--- config.mk ---
export PLATFORM = sky130hd
export DESIGN_NAME = ntbb_ctrl
export DESIGN_NICKNAME = d
export VERILOG_FILES = /design/src/hdl/ntbb_pkg.sv /design/src/hdl/ntbb_ctrl.sv
export VERILOG_INCLUDE_DIRS = /design/src /design/src/hdl
export SDC_FILE = /design/constraint.sdc
export NUM_CORES = 1
export LEC_CHECK = 0
export BUFFER_PORTS_ARGS = -buffer_cell sky130_fd_sc_hd__buf_2
export CAP_MARGIN = 40
export CORE_AREA = 10 10 56 76
export DETAILED_ROUTE_END_ITERATION = 7
export DIE_AREA = 0 0 66 86
export PLACE_DENSITY = 0.81
export REMOVE_ABC_BUFFERS = 1
export SLEW_MARGIN = 20
export SYNTH_ARGS = -nofsm -noshare
export SYNTH_HDL_FRONTEND = slang
export SYNTH_SLANG_ARGS = --single-unit
--- constraint.sdc ---
create_clock -name clk -period 2.9 [get_ports clk]
set_input_delay 0.58 -clock clk [delete_from_list [all_inputs] [get_ports clk]]
set_output_delay 0.58 -clock clk [all_outputs]
set_load 0.02 [all_outputs]
--- src/hdl/nine_tap_box_blur_top_defines.svh ---
// ----------------------------------------------------------------------------
// nine_tap_box_blur_top_defines
// Assertion macros shared by the blur block. Each one samples on clk and
// is disabled while rst_n is low.
// ----------------------------------------------------------------------------
`ifndef NINE_TAP_BOX_BLUR_TOP_DEFINES_SVH
`define NINE_TAP_BOX_BLUR_TOP_DEFINES_SVH

// condition must hold at every edge
`define NTBB_ASSERT(lbl, cond, msg) \
  lbl: assert property (@(posedge clk) disable iff (!rst_n) (cond)) else $error(msg);

// consequent must hold in the cycle after the antecedent
`define NTBB_ASSERT_NXT(lbl, ante, cons, msg) \
  lbl: assert property (@(posedge clk) disable iff (!rst_n) (ante) |=> (cons)) else $error(msg);

`endif

--- src/hdl/ntbb_pkg.sv ---
// ----------------------------------------------------------------------------
// ntbb_pkg
// Codes, command/status types and the reciprocal table for the blur block.
// ----------------------------------------------------------------------------
`default_nettype none
package ntbb_pkg;

  localparam int DEF_MAX_WIDTH  = 128;
  localparam int DEF_MAX_HEIGHT = 128;

  localparam logic [1:0] REQ_LOAD = 2'd0;
  localparam logic [1:0] REQ_RUN  = 2'd1;
  localparam logic [1:0] REQ_READ = 2'd2;

  localparam logic [1:0] RPL_LOAD = 2'd0;
  localparam logic [1:0] RPL_PASS = 2'd1;
  localparam logic [1:0] RPL_READ = 2'd2;

  localparam logic [7:0] CFG_IMG_W  = 8'd0;
  localparam logic [7:0] CFG_IMG_H  = 8'd1;
  localparam logic [7:0] CFG_RADIUS = 8'd2;
  localparam logic [7:0] CFG_PASSES = 8'd3;

  localparam logic [3:0] FIRST_TAP  = 4'd0;
  localparam logic [3:0] CENTER_TAP = 4'd4;
  localparam logic [3:0] LAST_TAP   = 4'd8;

  typedef struct packed {
    logic       ld_wr;
    logic       rd_issue;
    logic       pass_init;
    logic       tap_issue;
    logic [3:0] tap_k;
    logic       acc_clr;
    logic       mul;
    logic       wr_scr;
    logic       pix_clr;
    logic       pix_inc;
    logic       copy_rd;
    logic       out_load;
    logic [1:0] out_kind;
  } dp_cmd_t;

  typedef struct packed {
    logic       last_pix;
    logic [7:0] npass;
  } dp_stat_t;

  // floor(65536/n)+1: (s*recip)>>16 gives floor(s/n) for s below 2296
  function automatic logic [16:0] tap_recip(input logic [3:0] n);
    logic [16:0] r;
    unique case (n)
      4'd1:    r = 17'd65537;
      4'd2:    r = 17'd32769;
      4'd3:    r = 17'd21846;
      4'd4:    r = 17'd16385;
      4'd5:    r = 17'd13108;
      4'd6:    r = 17'd10923;
      4'd7:    r = 17'd9363;
      4'd8:    r = 17'd8193;
      4'd9:    r = 17'd7282;
      default: r = 17'd0;
    endcase
    return r;
  endfunction

endpackage
`default_nettype wire

--- src/hdl/ntbb_ctrl.sv ---
// ----------------------------------------------------------------------------
// ntbb_ctrl
// Request sequencer: load/read handshake, tap walk per pixel, copy-back
// sweep per pass and the reply valid flag.
// ----------------------------------------------------------------------------
`default_nettype none
`include "nine_tap_box_blur_top_defines.svh"
module ntbb_ctrl
  import ntbb_pkg::*;
(
  input  wire logic       clk,
  input  wire logic       rst_n,
  input  wire logic       in_valid,
  input  wire logic [1:0] req_type,
  output logic            in_ready,
  input  wire logic       out_ready,
  output logic            out_valid,
  input  wire dp_stat_t   stat,
  output dp_cmd_t         cmd
);

  typedef enum logic [3:0] {
    IDLE, RD_WAIT, P_TAP, P_DRAIN, P_MUL, P_WR, C_RUN, C_LAST, DONE
  } state_t;

  state_t     state_r;
  logic       out_valid_r;
  logic [3:0] k_r;
  logic [7:0] pc_r;
  logic       in_fire;
  logic       more_pass;

  assign in_ready  = (state_r == IDLE) && (!out_valid_r || out_ready);
  assign in_fire   = in_valid && in_ready;
  assign out_valid = out_valid_r;
  assign more_pass = ({1'b0, pc_r} + 9'd1) != {1'b0, stat.npass};

  always_comb begin
    cmd       = '0;
    cmd.tap_k = k_r;
    unique case (state_r)
      IDLE: begin
        if (in_fire) begin
          if (req_type == REQ_LOAD) begin
            cmd.ld_wr    = 1'b1;
            cmd.out_load = 1'b1;
            cmd.out_kind = RPL_LOAD;
          end else if (req_type == REQ_READ) begin
            cmd.rd_issue = 1'b1;
          end else if (req_type == REQ_RUN) begin
            cmd.pass_init = (stat.npass != 8'd0);
          end
        end
      end
      RD_WAIT: begin
        cmd.out_load = 1'b1;
        cmd.out_kind = RPL_READ;
      end
      P_TAP: begin
        cmd.tap_issue = 1'b1;
        cmd.acc_clr   = (k_r == FIRST_TAP);
      end
      P_DRAIN: ;
      P_MUL:   cmd.mul = 1'b1;
      P_WR: begin
        cmd.wr_scr  = 1'b1;
        cmd.pix_clr = stat.last_pix;
        cmd.pix_inc = !stat.last_pix;
      end
      C_RUN: begin
        cmd.copy_rd = 1'b1;
        cmd.pix_inc = !stat.last_pix;
      end
      C_LAST: cmd.pass_init = more_pass;
      DONE: begin
        cmd.out_load = 1'b1;
        cmd.out_kind = RPL_PASS;
      end
      default: ;
    endcase
  end

  always_ff @(posedge clk) begin
    if (!rst_n) begin
      state_r     <= IDLE;
      out_valid_r <= 1'b0;
      k_r         <= FIRST_TAP;
      pc_r        <= 8'd0;
    end else begin
      if (cmd.out_load)   out_valid_r <= 1'b1;
      else if (out_ready) out_valid_r <= 1'b0;
      unique case (state_r)
        IDLE: begin
          if (in_fire) begin
            if (req_type == REQ_READ) begin
              state_r <= RD_WAIT;
            end else if (req_type == REQ_RUN) begin
              pc_r <= 8'd0;
              k_r  <= FIRST_TAP;
              state_r <= (stat.npass == 8'd0) ? DONE : P_TAP;
            end
          end
        end
        RD_WAIT: state_r <= IDLE;
        P_TAP: begin
          if (k_r == LAST_TAP) begin
            state_r <= P_DRAIN;
          end else begin
            k_r <= k_r + 4'd1;
          end
        end
        P_DRAIN: state_r <= P_MUL;
        P_MUL:   state_r <= P_WR;
        P_WR: begin
          k_r     <= FIRST_TAP;
          state_r <= stat.last_pix ? C_RUN : P_TAP;
        end
        C_RUN: begin
          if (stat.last_pix) state_r <= C_LAST;
        end
        C_LAST: begin
          // advance to next pass or finish
          if (more_pass) begin
            pc_r    <= pc_r + 8'd1;
            k_r     <= FIRST_TAP;
            state_r <= P_TAP;
          end else begin
            state_r <= DONE;
          end
        end
        DONE:    state_r <= IDLE;
        default: state_r <= IDLE;
      endcase
    end
  end

  `NTBB_ASSERT_NXT(a_run_starts, in_fire && req_type == REQ_RUN && stat.npass != 8'd0, state_r == P_TAP && k_r == FIRST_TAP, "run request did not start tap walk")
  `NTBB_ASSERT_NXT(a_done_reply, state_r == DONE, out_valid_r, "finished passes gave no reply")
  `NTBB_ASSERT(a_no_overrun, !(out_valid_r && !out_ready && in_fire), "request taken while reply stalled")
  `NTBB_ASSERT_NXT(a_read_reply, state_r == RD_WAIT, out_valid_r && state_r == IDLE, "read gave no reply")

endmodule
`default_nettype wire

Yosys cells after proc, flatten, opt, wreduce, memory -nomap -nowiden
Index checks and enable logic that the tools add are counted.
{"block": "totals", "regBits": 17, "input_bits": 15}
{"block": "op_classes", "n_addsub": 3, "n_eq_ne": 20, "n_mux": 39, "reduce_logical": 17}
{"operator": "4-bit 2-to-1 mux", "count": 12}
{"operator": "8-bit 2-to-1 mux", "count": 4}
{"operator": "4-bit case mux with 7 select lines", "count": 1}
{"operator": "4-bit by 3-bit equality test with 1-bit output, second input constant", "count": 4}
{"operator": "4-bit case mux with 4 select lines", "count": 1}
{"operator": "8-bit case mux with 2 select lines", "count": 1}
{"operator": "3-bit 2-to-1 mux", "count": 4}
{"operator": "2-bit != test, second input constant", "count": 6}
{"operator": "1-bit 2-to-1 mux", "count": 11}
{"operator": "8-bit by 1-bit adder with 9-bit output, second input constant", "count": 1}
{"operator": "9-bit by 8-bit != test with 1-bit output", "count": 1}
{"operator": "3-bit case mux with 3 select lines", "count": 1}
{"operator": "8-bit by 1-bit adder with 8-bit output, second input constant", "count": 1}
{"operator": "4-bit by 2-bit equality test with 1-bit output, second input constant", "count": 2}
{"operator": "4-bit equality test, second input constant", "count": 2}
{"operator": "4-bit logical NOT", "count": 2}
{"operator": "8-bit logical NOT", "count": 1}
{"operator": "8-bit nonzero test", "count": 1}
{"operator": "2-bit 2-to-1 mux", "count": 3}
{"operator": "6-bit AND reduction", "count": 1}
{"operator": "5-bit AND reduction", "count": 1}
{"operator": "4-bit by 1-bit adder with 4-bit output, second input constant", "count": 1}
{"operator": "4-bit by 1-bit equality test with 1-bit output, second input constant", "count": 1}
{"operator": "4-bit AND reduction", "count": 1}
{"operator": "other kinds (12)", "count": 15}

Longest topological paths before layout
Gate-level depths: netlist (run 1).
{"block": "logic_depth", "word_depth": 7, "ltp_mapped": 9, "depth_no_buf": 8}

Worst setup path before layout (run 1)
No wires, ideal clock.
{"block": "synth_path", "path_kind": "register to output", "from": "register pc_r[0]", "to": "output port cmd[14] (netlist name)", "t_required_ps": 2320, "path_buffers": 0, "slack_ps": 180, "arrival_time_ps": 2140, "path_stages_with_launch": 8, "path_cell_list": "dfxtp_1 ha_1 xor2_1 a311o_1 nor4_4 o2111ai_4 o21ai_4 o41ai_1"}
{"item": "start: declaration", "line": "ntbb_ctrl.sv:29", "source": "logic [7:0] pc_r;"}
{"item": "start signal: assignment", "line": "ntbb_ctrl.sv:124", "source": "pc_r <= pc_r + 8'd1;"}
{"item": "end: declaration", "line": "ntbb_ctrl.sv:19", "source": "output dp_cmd_t cmd"}

==> results of run 1 <==
## metal layers
metal,vias to the layer above,global-route usage [%],share of wire [%]
met3,7,3.385,5.7
li1,746,-,-
met2,37,24.87,52
met1,690,14.03,41
met4,0,5.163,1.7
met5,-,0,0
## worst max-delay path, stage by stage, from the launching register on
cell and delay, ps:
dfxtp_1 380, ha_4 220, xor2_1 150, a311o_1 300, nor4_4 310, o2111ai_4 190, o21ai_4 180, o41ai_1 90
buf_2 160
## repair_timing
item                       in CTS  in global routing
resized for setup               1                  5
setup endpoints to repair       1                  1
setup buffers                   1                  0
pin swaps                       2                  3
## report_power, final
group,switching [mW],leakage [nW],internal [mW]
registers,0.0365,0.139,0.252
clock network,0.0845,0.0228,0.0976
logic,0.241,0.515,0.149
## registers in the layout, summed over array words and instances (netlist names)
name	count
k_r	4
state_r	4
pc_r	8
out_valid	1
## synth_stat cells, types with 2 or more instances
cell       count
nor4b_1        2
inv_1         13
o21ai_0        4
a21oi_1       14
clkbuf_1       3
o21ai_1        4
and3b_1        2
nand2b_1       4
xor2_1         4
buf_2          4
nand2_1       11
a2bb2oi_1      2
a211oi_1       5
a31oi_1        4
mux2i_1        3
nor2_1        15
dfxtp_1       17
and2_1         2
ha_1           3
or3_1          3
nand3_1        4
and3_1         2
nor3_1         7
xnor2_1        6
o21a_1         2
o22ai_1        2
nand3b_1       2
or4_1          4
## kinds of logic after synthesis
group	count (synthesis)
DFF	17
xor gates and xnor gates	10
AOI/OAI and AO/OA	54
buffers and inverters	21
and+or+nand+nor	72
adders and majority gates	3
muxes	3
## worst min-delay path by stage
stage	endpoint	slack, ps	depth (start not counted)
2_1_floorplan	pc_r[6]$_SDFFE_PN0P_	520	2
3_3_place_gp	k_r[3]$_SDFFE_PN0P_	490	1
3_5_place_dp	k_r[3]$_SDFFE_PN0P_	500	1
4_1_cts	k_r[3]$_SDFFE_PN0P_	510	1
5_1_grt	k_r[1]$_SDFFE_PN0P_	540	2
6_report	k_r[3]$_SDFFE_PN0P_	500	1
## layout make-up
type,instances,area (um^2)
Sequential cell,17,345.3
Tap cell,37,46.29
Inverter,13,48.80
Multi-Input combinational cell,142,1069
Clock buffer,4,45.04
Fill cell,257,1077
Timing Repair Buffer,40,217.7
## per-stage QoR
stage	power (mW)	setup WS, ps	hold slack [ps]
2_1_floorplan	0.5693	139.8	516.1
3_3_place_gp	0.6810	159.2	490.9
3_5_place_dp	0.6866	140.7	496.0
4_1_cts	0.8661	22.55	512.7
5_1_grt	0.9160	0.9122	544.6
6_report	0.8605	86.90	504.0
==> results_dict.tcl, run 1 <==
set metrics [dict create \
    drtIter0Drc 58 \
    crit_type "reg -> out" \
    power_density_nw_per_um2 485.7 \
    fin_nets 235 \
    fin_crit_ps 2813 \
    via_per_inst 5.850 \
    r2r_start "pc_r[1]$_SDFFE_PN0P_" \
    finalSetupViolations 0 \
    max_slew.worst_pin.slew_ps 549.4 \
    synth_area_leaders "dfxtp_1 23%, a21oi_1 4.7%, nor2_1 3.8%" \
    cts_buffers 3 \
    final_cell_mix "33 x buf_2, 15 x nor2_1, 15 x dfxtp_1" \
    numPlacedInstances 248 \
    fin_crit_sh_pct 97.00 \
    totalWireLength_um 3866 \
    p_leak_nw 0.6767 \
    regToRegSetupSlack_ps 300 \
    cp.arrival_ps 2230 \
    gp_congestion 0.8622 \
    crit_path_start_kind "flop" \
    cts_tree "done" \
    clk_pin_slew_ps 70 \
    dp_hpwl_um 3030 \
    initial_utilization_pct 51.87 \
    dieArea_um2 5676 \
    synth_compound_area_share_pct 30.48 \
    grt_pass1_vias 1507 \
    end_kind "primary output" \
    synth_top_area_share_pct 23.03 \
    dieHeight_um 86 \
    overflow 0 \
    synth_top_family_by_area "compound AO/OA/AOI/OAI gates" \
    peakVddDrop_mv 0.4599 \
    path_max_fanout 2 \
    clk_path_buf_depth 2 \
    insertion_delay_ps 250 \
    fin_area_um2 1772 \
    r2r_cells 10 \
    hold_start "k_r[3]$_SDFFE_PN0P_" \
    cts.sinks 17 \
    rsz0062_at_grt "false" \
    ys_seq_area_share_pct 23.03 \
    io_pins 34 \
    drv_cap 0 \
    hold_buffers 0 \
    postLayoutCoreUtil_pct 62.19 \
    cts_root_buf "clkbuf_8" \
    drc 0 \
    fin_tns_setup_ps 0 \
    grt_max_degree 15 \
    grt_antenna_before_repair 0 \
    synth_xor_area_share_pct 5.927 \
    setup.worst_path.start "pc_r[0]$_SDFFE_PN0P_" \
    finalClockSkew_ps 1.794 \
    yosys.area.top_type "dfxtp_1" \
    status "finished, final reports clean" \
    yosys.cell_types.count 60 \
    final_cells 253 \
    netlist_area_um2 1478 \
    relSlewSlack_pct 62.89 \
    crit_end "cmd[14]" \
    synth_simple_gate_area_share_pct 29.81 \
    synthAdderAreaFrac_pct 2.540 \
    r2r-end "k_r[2]$_SDFFE_PN0P_" \
    die_x_um 66 \
    synth_mux_area_share_pct 2.032 \
    ctsHtreeMaxLevel 1 \
    ant_nets 0 \
    core_area_um2 2849 \
    post_dp_cell_area_um2 1692 \
    vias 1480 \
    hold_violations 0 \
    drive_gt1_share_pct 29.17 \
    syn_to_final_growth_pct 19.90 \
    fmax_mhz 355.5 \
    first_pass_iters 4 \
    syn_inst 180 \
    antennaDiodeCount 0 \
    grt_pass1_wl_um 6472 \
    final_common_cell "buf_2" \
    wire_per_inst_um 15.28 \
    io_buffers 33 \
    hold_path.class "reg -> reg" \
    fp-row-count 23 \
    grt.total_usage_pct 13.52 \
    drv_slew 0 \
    required_ps 2320 \
    async_reset_ff_share_pct 0 \
    syn_avg_cell_area_um2 8.209 \
    synth_flop_cell "dfxtp_1" \
    ys_ff_latch 17 \
    yosys_warnings 0 \
    synth_edf_count 0 \
]
Power figures use the tool's default switching activity.
==> run 2: changes to the inputs <==
RECOVER_POWER = 25   (was default)
==> results_dict.tcl, run 2 (synthesis results as in run 1) <==
set metrics [dict create \
    status "finished, final reports clean" \
    required_ps 2320 \
    largest_reg_flops 8 \
    finalClockSkew_ps 2.270 \
    ctsHtreeMaxLevel 1 \
    crit_type "reg -> out" \
    p_leak_nw 0.6467 \
    wire_per_inst_um 15.26 \
    fin_area_um2 1760 \
    gp_congestion 0.8622 \
    io_buffers 33 \
    dieHeight_um 86 \
    hold_violations 0 \
    max_slew.worst_pin.slew_ps 549.4 \
    cts_tree "done" \
    power_density_nw_per_um2 485.8 \
    final_common_cell "buf_2" \
    vias 1478 \
    fp-row-count 23 \
    grt_antenna_before_repair 0 \
    clk_path_buf_depth 2 \
    dp_hpwl_um 3030 \
    dieArea_um2 5676 \
    top_regs "pc_r x8, k_r x4, state_r x4" \
    grt.total_usage_pct 13.52 \
    via_per_inst 5.842 \
    fin_crit_sh_pct 96.97 \
    core_area_um2 2849 \
    hold_path.class "reg -> reg" \
    cts_root_buf "clkbuf_8" \
    fin_tns_setup_ps 0 \
    fin_crit_ps 2812 \
    crit_path_start_kind "flop" \
    fin_nets 235 \
    crit_family "compound AO/OA/AOI/OAI gates" \
    antennaDiodeCount 0 \
    peakVddDrop_mv 0.4594 \
    max_stage_delay_ps 380 \
    total_power_uw 855.2 \
    end_kind "primary output" \
    drv_slew 0 \
    cpMaxStageDelayCell "dfxtp_1" \
    path_buf_inv 1 \
    postLayoutCoreUtil_pct 61.79 \
    drv_cap 0 \
    cp.arrival_ps 2230 \
    largest_register "pc_r" \
    cts_buffers 3 \
    whs_ps 505.8 \
    die_x_um 66 \
    pre_cts_ws_ps 140.7 \
    path_cells "ha_4 > xor2_1 > a311o_1 > nor4_4 > o2111ai_4 > o21ai_4 > o41ai_1 > buf_2" \
    relSlewSlack_pct 62.89 \
    fmax_mhz 355.6 \
    path_max_fanout 2 \
    grt_pass1_vias 1507 \
    clk_pin_slew_ps 70 \
    drive_gt1_share_pct 25.93 \
    drtIter0Drc 43 \
    cts.sinks 17 \
    syn_to_final_growth_pct 19.14 \
    grt_pass1_wl_um 6472 \
    final_cells 253 \
    drc 0 \
    post_dp_cell_area_um2 1692 \
    overflow 0 \
    grt_max_degree 15 \
    insertion_delay_ps 250 \
    rsz0062_at_grt "false" \
    io_pins 34 \
    initial_utilization_pct 51.87 \
    ant_nets 0 \
    finalSetupViolations 0 \
    final_cell_mix "27 x buf_2, 15 x nor2_1, 15 x dfxtp_1" \
    numPlacedInstances 248 \
    first_pass_iters 4 \
    totalWireLength_um 3862 \
    fin_ws_ps 87.85 \
]
run 2: cell count changes in the layout (fill, tap and decap cells not counted):
cell	delta
clkbuf_1	+7
buf_2	-6
buf_4	-1
run 2: worst paths after layout:
kind              cells past startpoint            startpoint                  end  slack [ps]
setup reg to reg                     10  pc_r[1]$_SDFFE_PN0P_  k_r[2]$_SDFFE_PN0P_         310
setup / recovery                      8  pc_r[0]$_SDFFE_PN0P_              cmd[14]          90
hold reg to reg                       1   k_r[3]$_SDFFE_PN0P_  k_r[3]$_SDFFE_PN0P_         510
hold / removal                        1   k_r[3]$_SDFFE_PN0P_  k_r[3]$_SDFFE_PN0P_         510
run 2: what timing repair did:
| action | in CTS | in global routing |
|---|---|---|
| gates resized for setup | 1 | 5 |
| hold buffers | 0 | 0 |
| endpoints found under the setup margin | 1 | 1 |
| cloned | 0 | 0 |
| pin swaps | 2 | 3 |
| buffers inserted | 1 | 0 |
run 2: area by class of cell:
type,instances,area [um^2]
Tap cell,37,46.29
Fill cell,258,1089
Sequential cell,17,345.3
Inverter,13,48.80
Multi-Input combinational cell,142,1069
Clock buffer,4,45.04
Timing Repair Buffer,40,206.4
run 2: metal layers:
| metal | share of wire (%) | track usage [%] | wire, um | up-vias |
|---|---|---|---|---|
| met5 | 0 | 0 | 0 | - |
| met4 | 1.7 | 5.163 | 64 | 0 |
| met3 | 4.9 | 3.385 | 190 | 7 |
| met2 | 52 | 24.87 | 1994 | 33 |
| met1 | 42 | 14.03 | 1613 | 692 |
| li1 | - | - | - | 746 |
run 2: report_power, final:
| group | switching, mW | internal (mW) |
|---|---|---|
| Combinational | 0.241 | 0.144 |
| Sequential | 0.0370 | 0.252 |
| Clock | 0.0840 | 0.0976 |
